`src/rtl/apn_pkg.sv`:
```
// Shared constants for the audio peak normalizer.
// No dependencies; imported by apn_div and audio_peak_normalizer.
`default_nettype none

package apn_pkg;

	localparam int SAMPLE_BITS_DEF = 16;
	localparam int CFG_DATA_W      = 16;
	localparam int CFG_IDX_W       = 2;
	localparam int GAIN_W          = 32;
	localparam int FRAC_BITS       = 15;

	localparam logic [CFG_DATA_W-1:0] TARGET_RESET = 16'h8000;

	localparam logic [CFG_IDX_W-1:0] REG_TARGET_LEVEL = 2'd0;
	localparam logic [CFG_IDX_W-1:0] REG_PRESET_PEAK  = 2'd1;

endpackage

`default_nettype wire

```
`src/rtl/apn_div.sv`:
```
// Restoring divider for the gain: one quotient bit per cycle.
// Depends on apn_pkg for the quotient width.
`default_nettype none

module apn_div #(
	parameter int DIVISOR_W = apn_pkg::CFG_DATA_W
) (
	input  wire logic                        clk,
	input  wire logic                        arst_n,
	input  wire logic                        start,
	input  wire logic [apn_pkg::GAIN_W-1:0]  dividend,
	input  wire logic [DIVISOR_W-1:0]        divisor,
	output logic                             done,
	output logic [apn_pkg::GAIN_W-1:0]       quotient
);
	import apn_pkg::*;

	localparam int CNT_W = $clog2(GAIN_W);

	logic                 busy_q;
	logic                 done_q;
	logic [CNT_W-1:0]     cnt_q;
	logic [DIVISOR_W-1:0] div_q;
	logic [DIVISOR_W-1:0] rem_q;
	logic [GAIN_W-1:0]    quo_q;

	logic [DIVISOR_W:0]   trial;
	logic [DIVISOR_W:0]   diff;
	logic                 fits;

	// Bring down the next dividend bit and try a subtraction.
	assign trial = {rem_q, quo_q[GAIN_W-1]};
	assign diff  = trial - {1'b0, div_q};
	assign fits  = trial >= {1'b0, div_q};

	always_ff @(posedge clk or negedge arst_n) begin
		if (!arst_n) begin
			busy_q <= 1'b0;
			done_q <= 1'b0;
			cnt_q  <= '0;
		end else begin
			done_q <= 1'b0;
			if (start) begin
				busy_q <= 1'b1;
				cnt_q  <= '0;
			end else if (busy_q) begin
				cnt_q <= cnt_q + CNT_W'(1);
				if (cnt_q == CNT_W'(GAIN_W - 1)) begin
					busy_q <= 1'b0;
					done_q <= 1'b1;
				end
			end
		end
	end

	always_ff @(posedge clk) begin
		if (start) begin
			div_q <= divisor;
			rem_q <= '0;
			quo_q <= dividend;
		end else if (busy_q) begin
			rem_q <= fits ? diff[DIVISOR_W-1:0] : trial[DIVISOR_W-1:0];
			quo_q <= {quo_q[GAIN_W-2:0], fits};
		end
	end

	assign done     = done_q;
	assign quotient = quo_q;

endmodule

`default_nettype wire

```
`src/rtl/audio_peak_normalizer.sv`:
```
// Top level of the two-pass audio peak normalizer.
// Depends on apn_pkg and instantiates the gain divider apn_div.
`default_nettype none

// How to use this block:
// Requests arrive on the in_valid / in_ready channel with kind, sample and
// start_over. A measure request (kind = 0) folds the sample's magnitude into
// the running peak, clearing it first when start_over is set; it produces no
// result. A scale request (kind = 1) produces one result on the out_valid /
// out_ready channel: the sample times the gain, rounded, saturated, with
// clipped set when the clamp acted.
// The first scale request after reset or after any measure request recomputes
// the gain with a restoring divider, one quotient bit per cycle, or sets it to
// zero when the peak is zero.
// The product uses one shared SAMPLE_BITS x 17 multiplier in the states
// ST_MUL_LO and ST_MUL_HI (low and high half of the gain), followed by a
// rounding and saturation step in ST_ROUND. The next request is taken in the
// cycle after the result is loaded. The result sits in an output register;
// while the receiver stalls, measure requests are still accepted, and a scale
// request waits in its last step until the output register is free.
// Configuration writes (target_level, preset_peak) are meant for idle times
// and take effect at the next gain computation. Reset sets target_level to
// full scale, clears the preset peak, the running peak and the gain.
module audio_peak_normalizer #(
	parameter int SAMPLE_BITS = apn_pkg::SAMPLE_BITS_DEF
) (
	input  wire logic                             clk,
	input  wire logic                             arst_n,
	input  wire logic                             cfg_we,
	input  wire logic [apn_pkg::CFG_IDX_W-1:0]    cfg_index,
	input  wire logic [apn_pkg::CFG_DATA_W-1:0]   cfg_wdata,
	input  wire logic                             in_valid,
	output logic                                  in_ready,
	input  wire logic                             kind,
	input  wire logic signed [SAMPLE_BITS-1:0]    sample,
	input  wire logic                             start_over,
	output logic                                  out_valid,
	input  wire logic                             out_ready,
	output logic signed [SAMPLE_BITS-1:0]         scaled_sample,
	output logic                                  clipped
);
	import apn_pkg::*;

	// Peak select wide enough for either source of the peak.
	localparam int PEAK_W = (SAMPLE_BITS > CFG_DATA_W) ? SAMPLE_BITS : CFG_DATA_W;
	localparam int HALF_W = GAIN_W / 2;
	localparam int PROD_W = SAMPLE_BITS + HALF_W + 1;
	localparam int ACC_W  = SAMPLE_BITS + GAIN_W + 1;
	localparam int RES_W  = ACC_W - FRAC_BITS;
	localparam logic [ACC_W-1:0] ROUND_BIAS = ACC_W'(1) << (FRAC_BITS - 1);

	typedef enum logic [2:0] {
		ST_IDLE,
		ST_DIV,
		ST_MUL_LO,
		ST_MUL_HI,
		ST_ROUND
	} state_t;

	state_t state_q;

	logic [CFG_DATA_W-1:0]         target_q;
	logic [CFG_DATA_W-1:0]         preset_q;
	logic [SAMPLE_BITS-1:0]        running_q;
	logic [GAIN_W-1:0]             gain_q;
	logic                          gain_ready_q;
	logic signed [SAMPLE_BITS-1:0] samp_q;
	logic signed [ACC_W-1:0]       acc_q;
	logic                          out_valid_q;
	logic signed [SAMPLE_BITS-1:0] out_sample_q;
	logic                          out_clip_q;

	logic                   in_accept;
	logic [SAMPLE_BITS-1:0] mag;
	logic [SAMPLE_BITS-1:0] peak_base;
	logic [PEAK_W-1:0]      peak_sel;
	logic                   peak_zero;
	logic [GAIN_W-1:0]      dividend;
	logic                   div_start;
	logic                   div_done;
	logic [GAIN_W-1:0]      div_quot;
	logic                   out_free;

	logic [HALF_W-1:0]             mul_b;
	logic signed [PROD_W-1:0]      prod;
	logic signed [ACC_W-1:0]       prod_lo;
	logic signed [ACC_W-1:0]       prod_hi;
	logic signed [ACC_W-1:0]       rnd;
	logic [RES_W-1:0]              res;
	logic [RES_W-SAMPLE_BITS:0]    res_top;
	logic                          ovf;
	logic [SAMPLE_BITS-1:0]        sat_val;

	assign in_ready  = (state_q == ST_IDLE);
	assign in_accept = in_valid && in_ready;
	assign out_free  = !out_valid_q || out_ready;

	// Magnitude of the sample; the most negative code maps to 2^(SAMPLE_BITS-1),
	// which still fits the unsigned register.
	assign mag       = sample[SAMPLE_BITS-1] ? (~sample + SAMPLE_BITS'(1)) : sample;
	assign peak_base = start_over ? '0 : running_q;

	// A nonzero preset peak overrides the measured one.
	assign peak_sel  = (preset_q != '0) ? PEAK_W'(preset_q) : PEAK_W'(running_q);
	assign peak_zero = (peak_sel == '0);
	// target * 2^15 plus half the peak, so the truncating divide rounds.
	assign dividend  = GAIN_W'({target_q, {FRAC_BITS{1'b0}}}) + GAIN_W'(peak_sel >> 1);
	assign div_start = in_accept && kind && !gain_ready_q && !peak_zero;

	apn_div #(
		.DIVISOR_W(PEAK_W)
	) u_div (
		.clk      (clk),
		.arst_n   (arst_n),
		.start    (div_start),
		.dividend (dividend),
		.divisor  (peak_sel),
		.done     (div_done),
		.quotient (div_quot)
	);

	// Shared multiplier: sample times one 16-bit half of the gain.
	assign mul_b   = (state_q == ST_MUL_LO) ? gain_q[HALF_W-1:0] : gain_q[GAIN_W-1:HALF_W];
	assign prod    = PROD_W'(samp_q) * PROD_W'($signed({1'b0, mul_b}));
	assign prod_lo = {{(ACC_W-PROD_W){prod[PROD_W-1]}}, prod};
	assign prod_hi = {prod, {HALF_W{1'b0}}};

	// Round half up, then floor by an arithmetic shift.
	assign rnd     = acc_q + $signed(ROUND_BIAS);
	assign res     = rnd[ACC_W-1:FRAC_BITS];
	assign res_top = res[RES_W-1:SAMPLE_BITS-1];
	// The result fits when every bit above the sample's sign bit matches it.
	assign ovf     = !((&res_top) || !(|res_top));
	assign sat_val = res[RES_W-1] ? {1'b1, {(SAMPLE_BITS-1){1'b0}}}
	                              : {1'b0, {(SAMPLE_BITS-1){1'b1}}};

	always_ff @(posedge clk or negedge arst_n) begin
		if (!arst_n) begin
			state_q      <= ST_IDLE;
			target_q     <= TARGET_RESET;
			preset_q     <= '0;
			running_q    <= '0;
			gain_q       <= '0;
			gain_ready_q <= 1'b0;
			out_valid_q  <= 1'b0;
		end else begin
			if (cfg_we) begin
				unique case (cfg_index)
					REG_TARGET_LEVEL: target_q <= cfg_wdata;
					REG_PRESET_PEAK:  preset_q <= cfg_wdata;
					default: ;
				endcase
			end

			if (out_valid_q && out_ready) begin
				out_valid_q <= 1'b0;
			end

			unique case (state_q)
				ST_IDLE: begin
					if (in_accept) begin
						if (!kind) begin
							running_q    <= (mag > peak_base) ? mag : peak_base;
							gain_ready_q <= 1'b0;
						end else if (gain_ready_q) begin
							state_q <= ST_MUL_LO;
						end else if (peak_zero) begin
							gain_q       <= '0;
							gain_ready_q <= 1'b1;
							state_q      <= ST_MUL_LO;
						end else begin
							state_q <= ST_DIV;
						end
					end
				end
				ST_DIV: begin
					if (div_done) begin
						gain_q       <= div_quot;
						gain_ready_q <= 1'b1;
						state_q      <= ST_MUL_LO;
					end
				end
				ST_MUL_LO: begin
					state_q <= ST_MUL_HI;
				end
				ST_MUL_HI: begin
					state_q <= ST_ROUND;
				end
				ST_ROUND: begin
					if (out_free) begin
						out_valid_q <= 1'b1;
						state_q     <= ST_IDLE;
					end
				end
				default: state_q <= ST_IDLE;
			endcase
		end
	end

	// Datapath registers carry no reset.
	always_ff @(posedge clk) begin
		if (in_accept) begin
			samp_q <= sample;
		end
		if (state_q == ST_MUL_LO) begin
			acc_q <= prod_lo;
		end else if (state_q == ST_MUL_HI) begin
			acc_q <= acc_q + prod_hi;
		end
		if ((state_q == ST_ROUND) && out_free) begin
			out_sample_q <= ovf ? sat_val : res[SAMPLE_BITS-1:0];
			out_clip_q   <= ovf;
		end
	end

	assign out_valid     = out_valid_q;
	assign scaled_sample = out_sample_q;
	assign clipped       = out_clip_q;

endmodule

`default_nettype wire
```
`config.mk`:
```
export PLATFORM = sky130hd
export DESIGN_NAME = audio_peak_normalizer
export DESIGN_NICKNAME = d
export VERILOG_FILES = /design/src/rtl/apn_pkg.sv /design/src/rtl/apn_div.sv /design/src/rtl/audio_peak_normalizer.sv
export SDC_FILE = /design/constraint.sdc
export NUM_CORES = 1
export LEC_CHECK = 0
export ABC_AREA = 1
export BUFFER_PORTS_ARGS = -buffer_cell sky130_fd_sc_hd__buf_2
export CORE_MARGIN = 4
export CORE_UTILIZATION = 61
export DETAILED_ROUTE_END_ITERATION = 6
export PLACE_DENSITY = 0.78
export SLEW_MARGIN = 20
export SYNTH_ARGS = -nofsm -noshare
export SYNTH_HDL_FRONTEND = slang
export SYNTH_HIERARCHICAL = 1
export SYNTH_SLANG_ARGS = --single-unit
```
`constraint.sdc`:
```
create_clock -name clk -period 10.7 [get_ports clk]
set_clock_uncertainty 0.2 [all_clocks]
set_input_delay 1.07 -clock clk [delete_from_list [all_inputs] [get_ports clk]]
set_output_delay 1.07 -clock clk [all_outputs]
set_load 0.02 [all_outputs]
```
==> flow_summary.json, run 1 <==
{
  "setup_viol_count_final": 0,
  "rows": 71,
  "worstSetupPathType": "flip-flop to flip-flop",
  "synth_fp_nets": 3600,
  "post-route-period-util_pct": 86.15,
  "cts.htree.levels": 1,
  "io_buffer_count": 59,
  "r2r_slack_ps": 1480,
  "cpPeakStageDelay_ps": 590,
  "cts_root_buf": "clkbuf_16",
  "async_reset_ff_share_pct": 41.07,
  "core_mm2": 0.03793,
  "crit_required_ps": 10790,
  "cts.sinks": 224,
  "drc_errors": 0,
  "grt_pass1_wl_um": 109000,
  "rsz0062_at_grt": "false",
  "crit_arrival_ps": 9310,
  "crit_top_cell": "nand2_1",
  "fmax_mhz": 108.5,
  "critPathLaunchType": "flip-flop",
  "synth_warnings": 6,
  "outcome": "finished, final reports clean",
  "start_util_pct": 62.23,
  "cts_tree": "built",
  "synth_top_area_share_pct": 16.62,
  "grt.met1_usage_pct": 43.27,
  "yosysMostFrequentCell": "nand2_1",
  "syn_area_mm2": 0.02360,
  "die-area_mm2": 0.04191,
  "synth.area.top_cells": "fa_1 17%, nand2_1 15%, edfxtp_1 15%, ha_1 10%, dfrtp_1 9.6%",
  "antenna_found_initial": 1,
  "drt_iter0_drc": 1923,
  "maxSlewViolCount": 0,
  "place_congestion": 1.015,
  "worst_pin_slew_ps": 995.6,
  "yosysSeqAreaShare_pct": 25.87,
  "finalNetCount": 3632,
  "synth_flop_cell": "edfxtp_1",
  "crit_path_end_kind": "flip-flop",
  "met2_usage_pct": 54.84,
  "die_height_um": 204.7,
  "die_w_um": 204.7,
  "clk_pin_slew_ps": 60,
  "setup_tns_ps": 0,
  "grt_use_total_pct": 32.68,
  "hold_viol": 0,
  "n_fill_cell": 3365,
  "cts.repair.resized": 0,
  "relSlewSlack_pct": 33.43,
  "grt.met3_usage_pct": 4.781,
  "hold_buffers": 0,
  "drtPass1Iterations": 6,
  "syn_area_per_cell_um2": 7.446,
  "synth-seq-cells": 224,
  "vias_per_cell": 5.618,
  "synth.distinct_cells": 50,
  "io_pins": 60,
  "wirelength_um": 67880,
  "dp_hpwl_um": 54940,
  "reg2reg_depth": 33,
  "min_period_ps": 9218,
  "grt_pass1_vias": 20752,
  "overflow": 0,
  "hold_class": "input port to async pin",
  "critPathMaxFanout": 40,
  "num_antenna_cells": 0,
  "post-cts-setup-buffers": 0,
  "drive_above_1_share_pct": 6.793,
  "insertion_delay_ps": 590,
  "clk_path_buf_depth": 3,
  "top_usage_layer": "met2",
  "wl_per_cell_um": 18.17,
  "synth_edf_count": 116,
  "drv_cap": 0,
  "yosys.area.top_type": "fa_1",
  "area_delta_synth_final_pct": 7.167,
  "syn_inst": 3170,
  "cts_made_buffers": 28,
  "crit_slowest_cell": "o21ai_2",
  "grt_start_max_net_pins": 55,
  "synthTopCellsByCount": "944 x nand2_1, 518 x inv_1, 359 x nor2_1",
  "ant_nets": 0,
  "rr_endpoint": "acc_q[41]",
  "worstReg2RegStart": "state_q[2]",
  "num_vias": 20983
}
[metal layers]
metal / part of all wire (%) / up-vias
met5: 0.021 / -
met4: 4.5 / 2
met3: 7.8 / 187
met2: 47 / 886
met1: 41 / 9967
li1: - / 9941
[cells in the final DEF (no fill, tap or decap), types with 7 or more instances in the layout]
master,instances
inv_1,518
clkinv_1,10
nor3_1,24
nand2_1,944
dfrtp_1,91
buf_2,58
dfxtp_1,16
nand4_1,50
ha_1,193
nand2_2,11
fa_1,196
a21oi_1,114
o21a_1,7
o21ai_0,120
nand3_1,120
o21bai_1,10
buf_4,18
o21ai_2,10
nor2_2,12
nand3b_1,23
or2_2,27
inv_2,12
xor2_1,37
nor2_1,357
clkbuf_16,30
edfxtp_1,116
xnor2_1,24
[state kept, by name (all words and copies together), names as in the netlist, 3 cells and up]
| register | count |
|---|---|
| gain_q | 32 |
| u_div/rem_q | 16 |
| samp_q | 16 |
| state_q | 3 |
| u_div/cnt_q | 5 |
| u_div/quotient | 32 |
| acc_q | 35 |
| target_q | 16 |
| scaled_sample | 16 |
| preset_q | 16 |
| u_div/div_q | 16 |
| running_q | 16 |
[critical path, delay by kind of cell (launching register included)]
family	cells	cell delay [ps]
adder cells (fa/ha/maj)	8	3710
AND/OR/NAND/NOR	13	1790
AO/OA/AOI/OAI	6	1650
buffers and inverters	6	1060
flip-flops	1	470
[cell families (layout without fill, tap and decap cells)]
kind of cell / count (synthesis) / in the layout / synth area share [%]
AO/OA/AOI/OAI: 287 / 287 / 6.737
adder cells (fa/ha/maj): 389 / 389 / 26.85
AND/OR/NAND/NOR: 1595 / 1595 / 28.16
buffers and inverters: 613 / 667 / 10.09
flip-flops: 224 / 224 / 25.87
XOR/XNOR: 61 / 61 / 2.263
other: 1 / 1 / 0.01589
[per-stage QoR]
stage	instance area (um^2)	utilization, %	cells	setup WS (ps)	hold WS [ps]
after floorplan	23600	-	3170	1416	234.5
after global placement	24320	64.13	3683	1594	249.3
after detailed placement	24320	64.13	3683	1689	254.5
after CTS	25300	66.69	3735	1635	268.9
after global routing	25300	66.69	3735	983.1	296.5
final	25300	66.69	3735	1482	262.6
[how the worst max path moves through the flow]
stage,startpoint,end,slack [ps],cells after the start
5_1_grt,state_q[2],acc_q[42],980,35
2_1_floorplan,state_q[2],acc_q[48],1420,35
4_1_cts,state_q[2],acc_q[41],1630,33
3_5_place_dp,state_q[2],acc_q[46],1690,33
3_3_place_gp,state_q[2],acc_q[46],1590,32
6_report,state_q[2],acc_q[41],1480,33
[layout make-up]
class,instances,area (um^2),share of cell area [%]
Clock inverter,19,178.9,0.7073
Inverter,539,2023,7.998
Multi-Input combinational cell,2333,15130,59.81
Timing Repair Buffer,76,425.4,1.682
Sequential cell,224,6107,24.14
Clock buffer,33,792.0,3.131
Tap cell,511,639.4,2.528
Power of run 1 is left out: the tool's default activity adds up to more than one toggle a clock period on the data nets, which glitch-free logic cannot reach.
==> run 2: changes to the inputs <==
CORE_UTILIZATION = 55   (was 61)
PLACE_DENSITY = 0.72   (was 0.78)
==> run 2 against run 1 <==
Net effect: first-iteration DRC count decreased by 5.3%; worst hold slack got worse by 180 ps; global-route usage decreased by 3.6 points; worst setup slack got worse by 290 ps; core utilization decreased by 6.8 points; sequential share of layout area about the same; largest cell class unchanged.
==> flow_summary.json, run 2 (synthesis gave the netlist of run 1 again) <==
{
  "start_util_pct": 55.90,
  "fmax_mhz": 105.2,
  "cts.sinks": 224,
  "worst-path-stages": 34,
  "cpPeakStageDelay_ps": 540,
  "wirelength_um": 67180,
  "vias_per_cell": 5.525,
  "overflow": 0,
  "cts_made_buffers": 27,
  "reg2reg_depth": 34,
  "met2_usage_pct": 48.73,
  "crit_slowest_cell": "fa_1",
  "outcome": "finished, final reports clean",
  "n_fill_cell": 3928,
  "r2r_slack_ps": 1200,
  "hold_buffers": 0,
  "grt_pass1_wl_um": 109100,
  "grt_start_max_net_pins": 90,
  "crit_arrival_ps": 9640,
  "drc_errors": 0,
  "core_mm2": 0.04223,
  "relSlewSlack_pct": 30.16,
  "rsz0062_at_grt": "false",
  "crit_required_ps": 10830,
  "wl_per_cell_um": 17.86,
  "die_height_um": 215.2,
  "grt_pass1_vias": 20989,
  "insertion_delay_ps": 570,
  "cp_top_family": "adder cells",
  "hold_viol": 0,
  "rows": 75,
  "antenna_found_initial": 1,
  "setup_viol_count_final": 0,
  "dp_hpwl_um": 54150,
  "crit_path_end_kind": "flip-flop",
  "critPathMaxFanout": 34,
  "timing.critical_path.buf_inv": 6,
  "cts.htree.levels": 1,
  "critPathLaunchType": "flip-flop",
  "crit_start": "state_q[2]",
  "die_w_um": 215.2,
  "io_pins": 60,
  "cts_root_buf": "clkbuf_16",
  "worst_pin_slew_ps": 1045,
  "final_cell_mix": "944 x nand2_1, 518 x inv_1, 357 x nor2_1",
  "top_register": "acc_q",
  "worstSetupPathType": "flip-flop to flip-flop",
  "maxSlewViolCount": 0,
  "rr_endpoint": "acc_q[48]",
  "drv_cap": 0,
  "ant_nets": 0,
  "num_antenna_cells": 0,
  "final_common_cell": "nand2_1",
  "io_buffer_count": 59,
  "grt.met1_usage_pct": 38.04,
  "place_congestion": 1.036,
  "finalNetCount": 3632,
  "grt.met3_usage_pct": 4.816,
  "worstReg2RegStart": "state_q[2]",
  "cts_tree": "built",
  "largest_register_ffs": 35,
  "area_delta_synth_final_pct": 7.183,
  "holdWs_ps": 86.11,
  "clk_pin_slew_ps": 70,
  "post-cts-setup-buffers": 0,
  "endpoint": "acc_q[48]",
  "die-area_mm2": 0.04629,
  "num_vias": 20784,
  "post-route-period-util_pct": 88.82,
  "clk_path_buf_depth": 3,
  "top_usage_layer": "met2",
  "drt_iter0_drc": 1821,
  "min_period_ps": 9504,
  "setup_tns_ps": 0,
  "drtPass1Iterations": 5,
  "hold_class": "input port to async pin",
  "crit_top_cell": "fa_1",
  "cts.repair.resized": 0,
  "grt_use_total_pct": 29.07,
  "drive_above_1_share_pct": 6.547
}
[run 2: cell types whose count changed in the layout (fill, tap and decap cells not counted), sizes merged]
cell / change
buf: +1
clkbuf: +7
clkinv: -10
clkinvlp: -1
inv: +2
[run 2: final cells by class]
| cell class | instances | area (um^2) | share of cell area (%) |
|---|---|---|---|
| timing repair buffer | 77 | 436.7 | 1.726 |
| multi-input combinational | 2333 | 15130 | 59.80 |
| clock buffer | 40 | 819.5 | 3.239 |
| sequential | 224 | 6107 | 24.14 |
| tap | 539 | 674.4 | 2.666 |
| clock inverter | 10 | 108.9 | 0.4303 |
| inverter | 539 | 2023 | 7.997 |
[run 2: layer usage]
layer  vias to the layer above  wire (um)
met4                         2       2994
met3                       181       5054
met2                       809      31620
met5                         -         12
li1                       9955          -
met1                      9837      27500
[run 2: worst min-delay path by stage]
| stage | from | to | slack (ps) | cells after the start |
|---|---|---|---|---|
| floorplan | gain_q[16] | gain_q[16] | 230 | 2 |
| global placement | gain_q[26] | gain_q[26] | 250 | 2 |
| detailed placement | gain_q[16] | gain_q[16] | 250 | 2 |
| CTS | arst_n | u_div/busy_q | 50 | 1 |
| global route | arst_n | u_div/busy_q | 70 | 1 |
| finish | arst_n | u_div/busy_q | 90 | 1 |
[run 2: stage by stage]
| step | std cells | cell area [um^2] | setup WS [ps] | util (%) |
|---|---|---|---|---|
| floorplan | 3170 | 23600 | 1416 | - |
| global placement | 3712 | 24370 | 1404 | 57.70 |
| detailed placement | 3712 | 24370 | 1307 | 57.70 |
| CTS | 3762 | 25300 | 1297 | 59.90 |
| global route | 3762 | 25300 | 729.4 | 59.91 |
| finish | 3762 | 25300 | 1196 | 59.91 |
Power of run 2 is left out for the same reason.
